==> src/rtl/assert_macros.svh <==
`ifndef ASSERT_MACROS_SVH
`define ASSERT_MACROS_SVH

// Property checked on every rising clock edge, masked while reset is high.
`define ASSERT_CLKD(label, clk, rst, prop, msg) \
   label: assert property (@(posedge clk) disable iff (rst) prop) \
      else $error(msg);

// Condition that must never be seen on a rising clock edge out of reset.
`define ASSERT_NEVER(label, clk, rst, expr, msg) \
   label: assert property (@(posedge clk) disable iff (rst) !(expr)) \
      else $error(msg);

`endif

==> src/rtl/fmv_pkg.sv <==
package fmv_pkg;

   // Result status codes, in order of the check that raises them.
   typedef enum logic [3:0] {
      STATUS_OK           = 4'd0,
      STATUS_NO_SOH_END   = 4'd1,
      STATUS_NO_EQUALS    = 4'd2,
      STATUS_TAG_NONDIGIT = 4'd3,
      STATUS_HDR_FIRST    = 4'd4,
      STATUS_HDR_SECOND   = 4'd5,
      STATUS_HDR_THIRD    = 4'd6,
      STATUS_BAD_TYPE     = 4'd7,
      STATUS_BAD_PRICE    = 4'd8,
      STATUS_BAD_QUANTITY = 4'd9
   } fmv_status_type;

   // One message byte as it is transferred on the request channel.
   typedef struct packed {
      logic [7:0] data_byte;
      logic       end_of_message;
   } fmv_req_type;

   // One result as it is transferred on the response channel.
   typedef struct packed {
      fmv_status_type status;
      logic [1:0]     order_kind;
      logic [30:0]    price;
      logic [30:0]    quantity;
   } fmv_rsp_type;

   // Characters of the message syntax.
   localparam logic [7:0] SOH_CHAR    = 8'h01;
   localparam logic [7:0] EQUALS_CHAR = 8'h3D;
   localparam logic [7:0] ZERO_CHAR   = 8'h30;
   localparam logic [7:0] ONE_CHAR    = 8'h31;
   localparam logic [7:0] TWO_CHAR    = 8'h32;
   localparam logic [7:0] NINE_CHAR   = 8'h39;

   // Tag numbers that the checks look for.
   localparam logic [6:0] TAG_BEGIN_STRING = 7'd8;
   localparam logic [6:0] TAG_BODY_LENGTH  = 7'd9;
   localparam logic [6:0] TAG_MSG_TYPE     = 7'd35;
   localparam logic [6:0] TAG_ORDER_QTY    = 7'd38;
   localparam logic [6:0] TAG_ORDER_TYPE   = 7'd40;
   localparam logic [6:0] TAG_PRICE        = 7'd44;

   // Limit for price and quantity after reset.
   localparam logic [30:0] MAX_VALUE_RESET = 31'd1000000;

   // A tag matches only as exact text: one digit for tags below ten,
   // two digits without a leading zero for the others.
   function automatic logic fmv_tag_is(input logic       bad,
                                       input logic [1:0] len,
                                       input logic       leading_zero,
                                       input logic [6:0] code,
                                       input logic [6:0] tag);
      logic short_hit;
      logic long_hit;
      short_hit = (len == 2'd1) && (code == tag) && (tag < 7'd10);
      long_hit  = (len == 2'd2) && !leading_zero && (code == tag) && (tag >= 7'd10);
      return !bad && (short_hit || long_hit);
   endfunction

endpackage

==> src/rtl/fmv_parser.sv <==
`include "assert_macros.svh"

module fmv_parser #(
   parameter int VALUE_WIDTH = 32
) (
   input  logic                clock,
   input  logic                reset,
   input  logic                csr_wr_en,
   input  logic [30:0]         csr_wr_data,
   input  logic                step_valid,
   input  fmv_pkg::fmv_req_type step_data,
   output logic                res_valid,
   output fmv_pkg::fmv_rsp_type res_data
);
   import fmv_pkg::*;

   localparam int ACC_W = VALUE_WIDTH + 4;
   localparam int CMP_W = (VALUE_WIDTH > 31) ? VALUE_WIDTH : 31;

   // Limit register.
   logic [30:0] max_value_ff, max_value_in;

   // Per-field state.
   logic                   in_value_ff, in_value_in;
   logic [6:0]             tag_code_ff, tag_code_in;
   logic [1:0]             tag_length_ff, tag_length_in;
   logic                   tag_leading_zero_ff, tag_leading_zero_in;
   logic                   tag_bad_ff, tag_bad_in;
   logic [VALUE_WIDTH-1:0] value_acc_ff, value_acc_in;
   logic                   value_overflow_ff, value_overflow_in;
   logic [1:0]             value_length_ff, value_length_in;
   logic                   value_nondigit_ff, value_nondigit_in;
   logic [7:0]             value_first_char_ff, value_first_char_in;

   // Per-message state.
   logic [1:0]     field_index_ff, field_index_in;
   fmv_status_type first_error_ff, first_error_in;
   fmv_status_type header_error_ff, header_error_in;
   logic [1:0]     order_reg_ff, order_reg_in;
   logic [30:0]    price_reg_ff, price_reg_in;
   logic           price_ok_ff, price_ok_in;
   logic [30:0]    quantity_reg_ff, quantity_reg_in;
   logic           quantity_ok_ff, quantity_ok_in;

   // Byte classification.
   logic [7:0] cur_byte;
   logic       is_soh;
   logic       is_digit;
   assign cur_byte = step_data.data_byte;
   assign is_soh   = (cur_byte == SOH_CHAR);
   assign is_digit = (cur_byte >= ZERO_CHAR) && (cur_byte <= NINE_CHAR);

   // Tag matches on the field that closes with this byte.
   logic hit_type, hit_price, hit_qty, hit_header;
   logic [6:0] header_tag;
   fmv_status_type header_code;
   assign hit_type  = fmv_tag_is(tag_bad_ff, tag_length_ff, tag_leading_zero_ff,
                                 tag_code_ff, TAG_ORDER_TYPE);
   assign hit_price = fmv_tag_is(tag_bad_ff, tag_length_ff, tag_leading_zero_ff,
                                 tag_code_ff, TAG_PRICE);
   assign hit_qty   = fmv_tag_is(tag_bad_ff, tag_length_ff, tag_leading_zero_ff,
                                 tag_code_ff, TAG_ORDER_QTY);
   assign header_tag  = (field_index_ff == 2'd0) ? TAG_BEGIN_STRING :
                        (field_index_ff == 2'd1) ? TAG_BODY_LENGTH : TAG_MSG_TYPE;
   assign header_code = (field_index_ff == 2'd0) ? STATUS_HDR_FIRST :
                        (field_index_ff == 2'd1) ? STATUS_HDR_SECOND : STATUS_HDR_THIRD;
   assign hit_header = fmv_tag_is(tag_bad_ff, tag_length_ff, tag_leading_zero_ff,
                                  tag_code_ff, header_tag);

   // Value accumulator step: acc * 10 + digit, saturating at all ones.
   logic [ACC_W-1:0] acc_wide;
   logic [ACC_W-1:0] acc_next;
   logic             acc_over;
   assign acc_wide = ACC_W'(value_acc_ff);
   assign acc_next = (acc_wide << 3) + (acc_wide << 1) + ACC_W'(cur_byte[3:0]);
   assign acc_over = value_overflow_ff || (|acc_next[ACC_W-1:VALUE_WIDTH]);

   // Range check of the closing field's number.
   logic number_ok;
   assign number_ok = (value_length_ff != 2'd0) && !value_nondigit_ff &&
                      !value_overflow_ff && (value_acc_ff != '0) &&
                      (CMP_W'(value_acc_ff) <= CMP_W'(max_value_ff));

   assign max_value_in = csr_wr_en ? csr_wr_data : max_value_ff;

   // Byte update, result build and end-of-message clear.
   fmv_status_type hdr_final;
   always_comb begin
      in_value_in         = in_value_ff;
      tag_code_in         = tag_code_ff;
      tag_length_in       = tag_length_ff;
      tag_leading_zero_in = tag_leading_zero_ff;
      tag_bad_in          = tag_bad_ff;
      value_acc_in        = value_acc_ff;
      value_overflow_in   = value_overflow_ff;
      value_length_in     = value_length_ff;
      value_nondigit_in   = value_nondigit_ff;
      value_first_char_in = value_first_char_ff;
      field_index_in      = field_index_ff;
      first_error_in      = first_error_ff;
      header_error_in     = header_error_ff;
      order_reg_in        = order_reg_ff;
      price_reg_in        = price_reg_ff;
      price_ok_in         = price_ok_ff;
      quantity_reg_in     = quantity_reg_ff;
      quantity_ok_in      = quantity_ok_ff;
      hdr_final           = STATUS_OK;
      res_valid           = 1'b0;
      res_data            = '0;

      if (step_valid) begin
         if (is_soh) begin
            // Close the field.
            if (!in_value_ff) begin
               if (first_error_ff == STATUS_OK) begin
                  first_error_in = STATUS_NO_EQUALS;
               end
            end else begin
               if (tag_bad_ff && first_error_ff == STATUS_OK) begin
                  first_error_in = STATUS_TAG_NONDIGIT;
               end
               if (field_index_ff != 2'd3 && header_error_ff == STATUS_OK && !hit_header) begin
                  header_error_in = header_code;
               end
               if (hit_type) begin
                  if (value_length_ff == 2'd1 &&
                      (value_first_char_ff == ONE_CHAR || value_first_char_ff == TWO_CHAR)) begin
                     order_reg_in = value_first_char_ff[1:0];
                  end else begin
                     order_reg_in = 2'd0;
                  end
               end else if (hit_price) begin
                  price_ok_in  = number_ok;
                  price_reg_in = number_ok ? 31'(value_acc_ff) : 31'd0;
               end else if (hit_qty) begin
                  quantity_ok_in  = number_ok;
                  quantity_reg_in = number_ok ? 31'(value_acc_ff) : 31'd0;
               end
            end
            if (field_index_ff != 2'd3) begin
               field_index_in = field_index_ff + 2'd1;
            end
            in_value_in         = 1'b0;
            tag_code_in         = '0;
            tag_length_in       = '0;
            tag_leading_zero_in = 1'b0;
            tag_bad_in          = 1'b0;
            value_acc_in        = '0;
            value_overflow_in   = 1'b0;
            value_length_in     = '0;
            value_nondigit_in   = 1'b0;
            value_first_char_in = '0;
         end else if (!in_value_ff) begin
            // Tag text.
            if (cur_byte == EQUALS_CHAR) begin
               in_value_in = 1'b1;
            end else if (is_digit) begin
               if (tag_length_ff == 2'd0 && cur_byte == ZERO_CHAR) begin
                  tag_leading_zero_in = 1'b1;
               end
               if (tag_length_ff < 2'd2) begin
                  tag_code_in = 7'((tag_code_ff << 3) + (tag_code_ff << 1)
                                   + 7'(cur_byte[3:0]));
               end
               if (tag_length_ff != 2'd3) begin
                  tag_length_in = tag_length_ff + 2'd1;
               end
            end else begin
               tag_bad_in = 1'b1;
            end
         end else begin
            // Value text.
            if (value_length_ff == 2'd0) begin
               value_first_char_in = cur_byte;
            end
            if (value_length_ff < 2'd2) begin
               value_length_in = value_length_ff + 2'd1;
            end
            if (is_digit) begin
               if (acc_over) begin
                  value_overflow_in = 1'b1;
                  value_acc_in      = '1;
               end else begin
                  value_acc_in = acc_next[VALUE_WIDTH-1:0];
               end
            end else begin
               value_nondigit_in = 1'b1;
            end
         end

         if (step_data.end_of_message) begin
            // Header code, with missing header fields counted as wrong.
            hdr_final = header_error_in;
            if (hdr_final == STATUS_OK) begin
               case (field_index_in)
                  2'd0:    hdr_final = STATUS_HDR_FIRST;
                  2'd1:    hdr_final = STATUS_HDR_SECOND;
                  2'd2:    hdr_final = STATUS_HDR_THIRD;
                  default: hdr_final = STATUS_OK;
               endcase
            end

            res_valid = 1'b1;
            if (!is_soh) begin
               res_data.status = STATUS_NO_SOH_END;
            end else if (first_error_in != STATUS_OK) begin
               res_data.status = first_error_in;
            end else if (hdr_final != STATUS_OK) begin
               res_data.status = hdr_final;
            end else if (order_reg_in == 2'd0) begin
               res_data.status = STATUS_BAD_TYPE;
            end else if (!price_ok_in) begin
               res_data.status = STATUS_BAD_PRICE;
            end else if (!quantity_ok_in) begin
               res_data.status = STATUS_BAD_QUANTITY;
            end else begin
               res_data.status = STATUS_OK;
            end
            res_data.order_kind = order_reg_in;
            res_data.price      = price_reg_in;
            res_data.quantity   = quantity_reg_in;

            // Start the next message from a clean state.
            in_value_in         = 1'b0;
            tag_code_in         = '0;
            tag_length_in       = '0;
            tag_leading_zero_in = 1'b0;
            tag_bad_in          = 1'b0;
            value_acc_in        = '0;
            value_overflow_in   = 1'b0;
            value_length_in     = '0;
            value_nondigit_in   = 1'b0;
            value_first_char_in = '0;
            field_index_in      = '0;
            first_error_in      = STATUS_OK;
            header_error_in     = STATUS_OK;
            order_reg_in        = '0;
            price_reg_in        = '0;
            price_ok_in         = 1'b0;
            quantity_reg_in     = '0;
            quantity_ok_in      = 1'b0;
         end
      end
   end

   // State registers.
   always_ff @(posedge clock) begin
      if (reset) begin
         max_value_ff        <= MAX_VALUE_RESET;
         in_value_ff         <= 1'b0;
         tag_code_ff         <= '0;
         tag_length_ff       <= '0;
         tag_leading_zero_ff <= 1'b0;
         tag_bad_ff          <= 1'b0;
         value_acc_ff        <= '0;
         value_overflow_ff   <= 1'b0;
         value_length_ff     <= '0;
         value_nondigit_ff   <= 1'b0;
         value_first_char_ff <= '0;
         field_index_ff      <= '0;
         first_error_ff      <= STATUS_OK;
         header_error_ff     <= STATUS_OK;
         order_reg_ff        <= '0;
         price_reg_ff        <= '0;
         price_ok_ff         <= 1'b0;
         quantity_reg_ff     <= '0;
         quantity_ok_ff      <= 1'b0;
      end else begin
         max_value_ff        <= max_value_in;
         in_value_ff         <= in_value_in;
         tag_code_ff         <= tag_code_in;
         tag_length_ff       <= tag_length_in;
         tag_leading_zero_ff <= tag_leading_zero_in;
         tag_bad_ff          <= tag_bad_in;
         value_acc_ff        <= value_acc_in;
         value_overflow_ff   <= value_overflow_in;
         value_length_ff     <= value_length_in;
         value_nondigit_ff   <= value_nondigit_in;
         value_first_char_ff <= value_first_char_in;
         field_index_ff      <= field_index_in;
         first_error_ff      <= first_error_in;
         header_error_ff     <= header_error_in;
         order_reg_ff        <= order_reg_in;
         price_reg_ff        <= price_reg_in;
         price_ok_ff         <= price_ok_in;
         quantity_reg_ff     <= quantity_reg_in;
         quantity_ok_ff      <= quantity_ok_in;
      end
   end

   `ASSERT_CLKD(a_eom_clears, clock, reset,
                step_valid && step_data.end_of_message |=> field_index_ff == 2'd0 && !in_value_ff,
                "message state not cleared after end of message")
   `ASSERT_CLKD(a_price_needs_ok, clock, reset, price_reg_ff != 31'd0 |-> price_ok_ff,
                "price held without a valid range check")
   `ASSERT_NEVER(a_order_code, clock, reset, order_reg_ff == 2'd3,
                 "order type register holds an impossible code")

endmodule

==> src/rtl/fmv_out_reg.sv <==
`include "assert_macros.svh"

module fmv_out_reg (
   input  logic                 clock,
   input  logic                 reset,
   input  logic                 load,
   input  fmv_pkg::fmv_rsp_type load_data,
   input  logic                 rsp_stall,
   output logic                 rsp_valid,
   output fmv_pkg::fmv_rsp_type rsp_data,
   output logic                 out_ready
);
   import fmv_pkg::*;

   logic        rsp_valid_ff, rsp_valid_in;
   fmv_rsp_type rsp_data_ff, rsp_data_in;

   // The slot can take a new result when empty or when its transfer completes.
   assign out_ready = !rsp_valid_ff || !rsp_stall;

   always_comb begin
      rsp_data_in = rsp_data_ff;
      if (load) begin
         rsp_valid_in = 1'b1;
         rsp_data_in  = load_data;
      end else if (!rsp_stall) begin
         rsp_valid_in = 1'b0;
      end else begin
         rsp_valid_in = rsp_valid_ff;
      end
   end

   always_ff @(posedge clock) begin
      if (reset) begin
         rsp_valid_ff <= 1'b0;
      end else begin
         rsp_valid_ff <= rsp_valid_in;
      end
   end

   // Payload register carries no reset.
   always_ff @(posedge clock) begin
      rsp_data_ff <= rsp_data_in;
   end

   assign rsp_valid = rsp_valid_ff;
   assign rsp_data  = rsp_data_ff;

   `ASSERT_CLKD(a_load_when_ready, clock, reset, load |-> out_ready,
                "result loaded over one still waiting")
   `ASSERT_CLKD(a_load_shows, clock, reset,
                load |=> rsp_valid_ff && rsp_data_ff == $past(load_data),
                "loaded result not presented")
   `ASSERT_CLKD(a_drain, clock, reset,
                rsp_valid_ff && !rsp_stall && !load |=> !rsp_valid_ff,
                "result presented again after its transfer")

endmodule

==> src/rtl/fix_message_validator.sv <==
// Channel   Ports                            Direction  Moves
// request   req_valid req_stall req_data     in         one message byte per transfer
// response  rsp_valid rsp_stall rsp_data     out        one result per message
// config    csr_wr_en csr_wr_data            in         price and quantity limit
//
// One byte is taken per cycle unless req_stall is high. A result is presented
// after the byte that ends its message has passed through the input register
// and then the result register.
// Reset is synchronous, clears all message state and restores the default limit.
// A held response stalls the request side only when the byte waiting in the
// input register ends a message; other bytes keep flowing.
module fix_message_validator #(
   parameter int VALUE_WIDTH = 32
) (
   input  logic                 clock,
   input  logic                 reset,
   input  logic                 req_valid,
   output logic                 req_stall,
   input  fmv_pkg::fmv_req_type req_data,
   output logic                 rsp_valid,
   input  logic                 rsp_stall,
   output fmv_pkg::fmv_rsp_type rsp_data,
   input  logic                 csr_wr_en,
   input  logic [30:0]          csr_wr_data
);
   import fmv_pkg::*;

   logic        in_valid_ff, in_valid_in;
   fmv_req_type in_data_ff, in_data_in;
   logic        in_advance;
   logic        req_take;
   logic        out_ready;
   logic        res_valid;
   fmv_rsp_type res_data;

   // A byte leaves the input register unless it ends a message and the
   // result slot is occupied and stalled.
   assign in_advance = in_valid_ff && (!in_data_ff.end_of_message || out_ready);
   assign req_stall  = in_valid_ff && !in_advance;
   assign req_take   = req_valid && !req_stall;

   always_comb begin
      in_data_in = in_data_ff;
      if (req_take) begin
         in_valid_in = 1'b1;
         in_data_in  = req_data;
      end else if (in_advance) begin
         in_valid_in = 1'b0;
      end else begin
         in_valid_in = in_valid_ff;
      end
   end

   always_ff @(posedge clock) begin
      if (reset) begin
         in_valid_ff <= 1'b0;
      end else begin
         in_valid_ff <= in_valid_in;
      end
   end

   always_ff @(posedge clock) begin
      in_data_ff <= in_data_in;
   end

   fmv_parser #(
      .VALUE_WIDTH(VALUE_WIDTH)
   ) u_parser (
      .clock       (clock),
      .reset       (reset),
      .csr_wr_en   (csr_wr_en),
      .csr_wr_data (csr_wr_data),
      .step_valid  (in_advance),
      .step_data   (in_data_ff),
      .res_valid   (res_valid),
      .res_data    (res_data)
   );

   fmv_out_reg u_out_reg (
      .clock     (clock),
      .reset     (reset),
      .load      (res_valid),
      .load_data (res_data),
      .rsp_stall (rsp_stall),
      .rsp_valid (rsp_valid),
      .rsp_data  (rsp_data),
      .out_ready (out_ready)
   );

endmodule

==> config.mk <==
export PLATFORM = sky130hd
export DESIGN_NAME = fix_message_validator
export DESIGN_NICKNAME = d
export VERILOG_FILES = /design/src/rtl/fmv_pkg.sv /design/src/rtl/fmv_parser.sv /design/src/rtl/fmv_out_reg.sv /design/src/rtl/fix_message_validator.sv
export VERILOG_INCLUDE_DIRS = /design/src /design/src/rtl
export SDC_FILE = /design/constraint.sdc
export NUM_CORES = 1
export LEC_CHECK = 0
export BUFFER_PORTS_ARGS = -buffer_cell sky130_fd_sc_hd__buf_2
export CORE_UTILIZATION = 29
export CTS_CLUSTER_DIAMETER = 60
export DETAILED_ROUTE_END_ITERATION = 7
export PLACE_DENSITY = 0.54
export RECOVER_POWER = 50
export SYNTH_ARGS = -nofsm -noshare
export SYNTH_HDL_FRONTEND = slang
export SYNTH_HIERARCHICAL = 1
export SYNTH_SLANG_ARGS = --single-unit
==> constraint.sdc <==
create_clock -name clock -period 6.1 [get_ports clock]
set_input_delay 0.305 -clock clock [delete_from_list [all_inputs] [get_ports clock]]
set_output_delay 0.305 -clock clock [all_outputs]
set_load 0.02 [all_outputs]
# After elaboration in Yosys (flattened, before gate mapping)
# Cells that the tools add are included.
# word_totals
reg_bits	242
latch_bits	0
mem_bits_rw	0
mem_bits_ro	0
inputBits	45
out_inout_bits	70
elab_cells	250
n_memories	0
# op_classes
n_addsub	7
mul	0
div	0
order_cmp	7
n_eq_ne	21
shifts	0
mux	114
bitwise_logic	0
reduce_logical	73
# op_table
op	n
31-bit 2-to-1 mux	12
32-bit 2-to-1 mux	5
4-bit 2-to-1 mux	20
7-bit 2-to-1 mux	7
1-bit 2-to-1 mux	43
2-bit 2-to-1 mux	21
35-bit by 33-bit adder with 36-bit output	1
36-bit by 4-bit adder with 36-bit output	1
8-bit by 6-bit equality test with 1-bit output, second input constant	4
32-bit by 31-bit less-or-equal comparator with 1-bit output	1
8-bit 2-to-1 mux	4
32-bit nonzero test	1
1-bit logical AND	25
3-bit nonzero test	8
7-bit by 6-bit equality test with 1-bit output, second input constant	3
3-bit AND reduction	5
5-bit AND reduction	3
4-bit logical NOT	3
1-bit logical NOT	10
2-bit logical NOT	5
3-bit case mux with 3 select lines	1
2-bit by 1-bit equality test with 1-bit output, second input constant	4
8-bit by 1-bit equality test with 1-bit output, second input constant	1
8-bit by 6-bit greater-or-equal comparator with 1-bit output, second input constant	1
other kinds (20)	33

# Depth between registers and ports, before layout
# depth
depth_word	22
depth_mapped	13
mapped_depth_nobuf	11

# Cells and area by module
# Netlist, hierarchy kept.
# by_module_without_submodules
mod	n_inst	cells_each	area_per_inst_um2	seq_area_each_um2
fmv_parser	1	1261	10588.9	3263.1
fmv_out_reg	1	72	2074.5	2062.0
fix_message_validator	1	17	340.3	290.3

# Least setup slack after synthesis
# OpenSTA, ideal clock, no wires.
# synth_path
path_type	register to register
startpoint	reg in_data_ff[0] (netlist name)
endpoint	reg u_out_reg.rsp_data_ff, in the netlist u_out_reg/rsp_data[67], data pin
setup_ps	176
arrival_ps	3215
required_ps	5924
path_slack_ps	2709
stages_incl_launch_ff	7
path_buffers	1
period_less_slack_ps	3391
cell_sequence	edfxtp_1 -> a21boi_0 -> clkbuf_1 -> nand2_1 -> inv_1 -> nand2_1 -> nor4_1
# synth_between
elab_chain_len	4
# synth_rtl
element	line_no	rtl
start, declared	fix_message_validator.sv:29	fmv_req_type in_data_ff, in_data_in;
start signal, assigned	fix_message_validator.sv:63	in_data_ff <= in_data_in;
1-bit logical NOT	fix_message_validator.sv:38	assign in_advance = in_valid_ff && (!in_data_ff.end_of_message || out_ready);
1-bit logical OR	fix_message_validator.sv:38	
1-bit logical AND	fix_message_validator.sv:38	
net in_advance	fix_message_validator.sv:30	logic in_advance;
3-bit AND reduction (no source line)	--	
end signal, assigned	fmv_out_reg.sv:43	rsp_data_ff <= rsp_data_in;
end, declared	fmv_out_reg.sv:16	fmv_rsp_type rsp_data_ff, rsp_data_in;
# The timed path passes the listed nets, and every way through them passes these cells.
# A chain may end at the register's enable or synchronous reset.

# Final worst setup path
# layout_path
startpoint	reg in_data_ff[0] (netlist name)
endpoint	reg u_out_reg.rsp_data_ff, in the netlist u_out_reg/rsp_data[44], enable pin
# layout_between
elab_chain_len	4
word_cells_on_any_way	5
cone_classes	2 x mux; 3 x reduce/logical
# layout_rtl
element	line_no	rtl
1-bit logical NOT	fix_message_validator.sv:38	
1-bit logical OR	fix_message_validator.sv:38	
1-bit logical AND	fix_message_validator.sv:38	
net in_advance	fix_message_validator.sv:30	
1-bit 2-to-1 mux	fmv_parser.sv:111	if (step_valid) begin
net res_valid	fix_message_validator.sv:33	logic res_valid;
# The timed path passes the listed nets, and every way through them passes these cells.

==> flow_summary.yaml <==
finish:
  fin_nets: 1616
  antenna_cells: 0
  fin_util_pct: 34.6
  design_area_sq_um: 15300
  area_growth_pct: 17.8
  final_cells: 2075
  layout-drive-gt1-share_pct: 9.37
floorplan:
  die_w_um: 214
  core_area_sq_um: 44200
  die_area_sq_um: 45700
  start_util_pct: 29.4
  die_h_um: 214
  ios: 115
  row_count: 77
synth:
  synthesis.area_sq_um: 13000
  ys.flop_type: "dfxtp_1"
  syn_avg_cell_area_sq_um: 9.63
  async_reset_ff_share_pct: 0
  syn_inst: 1350
  yosys.area.top_type_share_pct: 25.4
  yosysMostFrequentCell: "dfxtp_1"
  synth_edf_count: 77
  yosysSeqAreaShare_pct: 43.2
  ys_seq_elements: 242
  synth_cell_type_count: 72
  yosysTopAreaCell: "dfxtp_1"
  synth_nets: 1507
  netlist_top_cells_area: "dfxtp_1 25%, edfxtp_1 18%, ha_1 10%, nor2_1 4.6%, a22o_1 4.2%"
  synth_warnings: 6
  netlist_top_cells_count: "165 x dfxtp_1, 161 x nor2_1, 108 x ha_1"
routing:
  final_antenna_net_count: 0
  dr_total_vias: 10738
  first_iter_violations: 666
  drt_wl_total_um: 37100
  firstDrtPassIters: 5
  wl_per_cell_um: 17.9
  vias_per_cell: 5.17
  post-route-drc-count: 0
clock_network:
  clkLatencyLatePin_ns: 0.57
  cts_made_buffers: 30
  cts-root-buf: "clkbuf_16"
  cts_tree: "built"
  cts_setup_buffers: 0
  cts_sinks: 242
  ctsHoldBuffers: 32
  clk_path_buf_depth: 3
  htreeDepth: 1
  cts_resized: 0
  clk_pin_slew_ns: 0.06
sta:
  finalSetupTns_ns: 0
  slew_headroom_pct: -61.4
  tightest_slew_ns: 2.42
  hold_viol_final: 0
  fmax_ghz: 0.206
  rsz0062_at_grt: "false"
  period_share_pct: 79.5
  finalMaxSlewViolations: 168
  fin_crit_ns: 4.85
  skew_ns: 0.0171
  setup_viol: 0
job:
  cap_violations: 4
setup_path:
  worst_ep_required_time_ns: 6.26
  crit_fanout: 58
  worstSetupStartpointType: "flop"
  crit_type: "flop to flop"
  cp.arrival_ns: 5.02
  startpoint: "in_data_ff[0]$_DFFE_PP_"
  rr_worst_depth: 5
  reg2reg_to: "u_out_reg/rsp_data[44]$_DFFE_PP_"
  reg2reg_slack_ns: 1.25
  worstSetupEndpointType: "flop"
  timing.rr.start: "in_data_ff[0]$_DFFE_PP_"
global_routing:
  grt_pass1_vias: 10429
  grt_pass1_wl_um: 58500
  grt_max_degree: 70
  grt_util_all_layers_pct: 16.2
  overflow: 0
  antenna_found_initial: 0
hold_path:
  worstHoldPathCells: 3
  min-delay-start: "csr_wr_data[3]"
  min_path_type: "input pin to flop"
  min_to: "u_parser/max_value_ff[3]$_SDFFE_PP0P_"
pwr:
  power_density_nw_per_um2: 240
  power_leakage_uw: 0.00607
  ir_drop_v: 0.000171
run_status:
  outcome: "finished, violations left"
  violations: "capacitance limit, slew limit"
place:
  placed_area_sq_um: 14100
  hpwl_um: 26000
  dp_cells: 1987
  routabilityCongestion: 0.893
  numPortBuffers: 114
cell families (layout without fill, tap and decap cells):
kind of cell	Yosys count	count (layout)	share of synthesized area, %
xor gates and xnor gates	27	27	1.82
buffers and inverters	141	274	4.52
AOI/OAI and AO/OA	406	406	23.0
muxes	32	32	2.46
DFF	242	242	43.2
and+or+nand+nor	390	390	14.0
adders and majority gates	112	112	11.0
power breakdown:
group / total (uW) / internal [uW] / switching [uW]
sequential: 1700 / 1680 / 16.2
combinational: 161 / 58.1 / 103
clock: 1810 / 1100 / 712
critical path, cell delays in order, from the launching register on:
cell      delay, ns
edfxtp_1       0.66
a21boi_0       1.05
clkbuf_1       0.73
nand2_2        0.09
inv_1          0.57
clkbuf_2       1.30
stage by stage:
step	hold slack, ns	setup slack (ns)	total power, uW
finish	0.0143	1.25	3670
global placement	0.443	1.86	1870
global route	0.0140	0.904	3810
detailed placement	0.449	1.87	1880
floorplan	0.374	2.71	1820
CTS	0.00208	1.85	3720
worst max-delay path by stage:
| stage | slack, ns | cells after the start | to |
|---|---|---|---|
| 3_3_place_gp | 1.86 | 11 | u_parser/value_overflow_ff$_SDFFE_PP0P_ |
| 3_5_place_dp | 1.87 | 11 | u_parser/value_acc_ff[31]$_SDFFE_PP0P_ |
| 4_1_cts | 1.85 | 11 | u_parser/value_acc_ff[31]$_SDFFE_PP0P_ |
| 2_1_floorplan | 2.71 | 6 | u_out_reg/rsp_data[67]$_DFFE_PP_ |
| 5_1_grt | 0.90 | 5 | u_out_reg/rsp_data[30]$_DFFE_PP_ |
| 6_report | 1.25 | 5 | u_out_reg/rsp_data[44]$_DFFE_PP_ |
state kept, by name (all words and copies together), names as in the netlist, 4 cells and up:
register,count
u_out_reg/rsp_data,68
u_parser/value_acc_ff,32
u_parser/max_value_ff,31
u_parser/price_reg_ff,31
u_parser/quantity_reg_ff,31
in_data_ff,9
u_parser/value_first_char_ff,8
u_parser/tag_code_ff,7
u_parser/first_error_ff,4
u_parser/header_error_ff,4
metal layers:
layer | global-route usage, % | vias to the layer above | part of all wire (%)
met3 | 2.28 | 48 | 4.6
met4 | 3.42 | 0 | 2.0
met1 | 22.5 | 5167 | 48
met5 | 0 | - | 0
li1 | - | 5268 | -
met2 | 26.7 | 255 | 45
cell usage in the layout, fill, tap and decap left out, types with 5 or more instances in the layout:
| master | synthesis | routed |
|---|---|---|
| a211oi_1 | 11 | 11 |
| a21boi_0 | 5 | 5 |
| a21o_1 | 16 | 16 |
| a21oi_1 | 93 | 93 |
| a221oi_1 | 6 | 6 |
| a221oi_2 | 15 | 15 |
| a22o_1 | 62 | 62 |
| a22oi_1 | 69 | 69 |
| a31oi_1 | 8 | 8 |
| a32oi_1 | 5 | 5 |
| and2_1 | 12 | 10 |
| and3_1 | 10 | 9 |
| buf_2 | 13 | 42 |
| buf_4 | 5 | 10 |
| clkbuf_1 | 54 | 80 |
| clkbuf_16 | 0 | 31 |
| dfxtp_1 | 165 | 165 |
| dlygate4sd3_1 | 0 | 32 |
| edfxtp_1 | 77 | 77 |
| ha_1 | 108 | 108 |
| inv_1 | 59 | 59 |
| mux2i_1 | 32 | 32 |
| nand2_1 | 94 | 93 |
| nand3_1 | 12 | 12 |
| nand4_1 | 19 | 19 |
| nor2_1 | 161 | 160 |
| nor2b_1 | 5 | 5 |
| nor3_1 | 21 | 21 |
| nor3b_1 | 8 | 8 |
| nor4_1 | 20 | 20 |
| o211ai_1 | 16 | 16 |
| o21a_1 | 12 | 12 |
| o21ai_0 | 43 | 44 |
| o21ai_1 | 9 | 7 |
| or3_1 | 7 | 7 |
| xnor2_1 | 12 | 12 |
| xor2_1 | 15 | 15 |
layout make-up:
| cell class | instances | area, sq um |
|---|---|---|
| well taps | 592 | 741 |
| clock inverters | 15 | 181 |
| clock buffers | 41 | 843 |
| fillers | 4561 | 28900 |
| repair buffers | 159 | 890 |
| flip-flops and latches | 242 | 5620 |
| inverters | 59 | 221 |
| multi-input cells | 967 | 6820 |
Power figures use the tool's default switching activity.
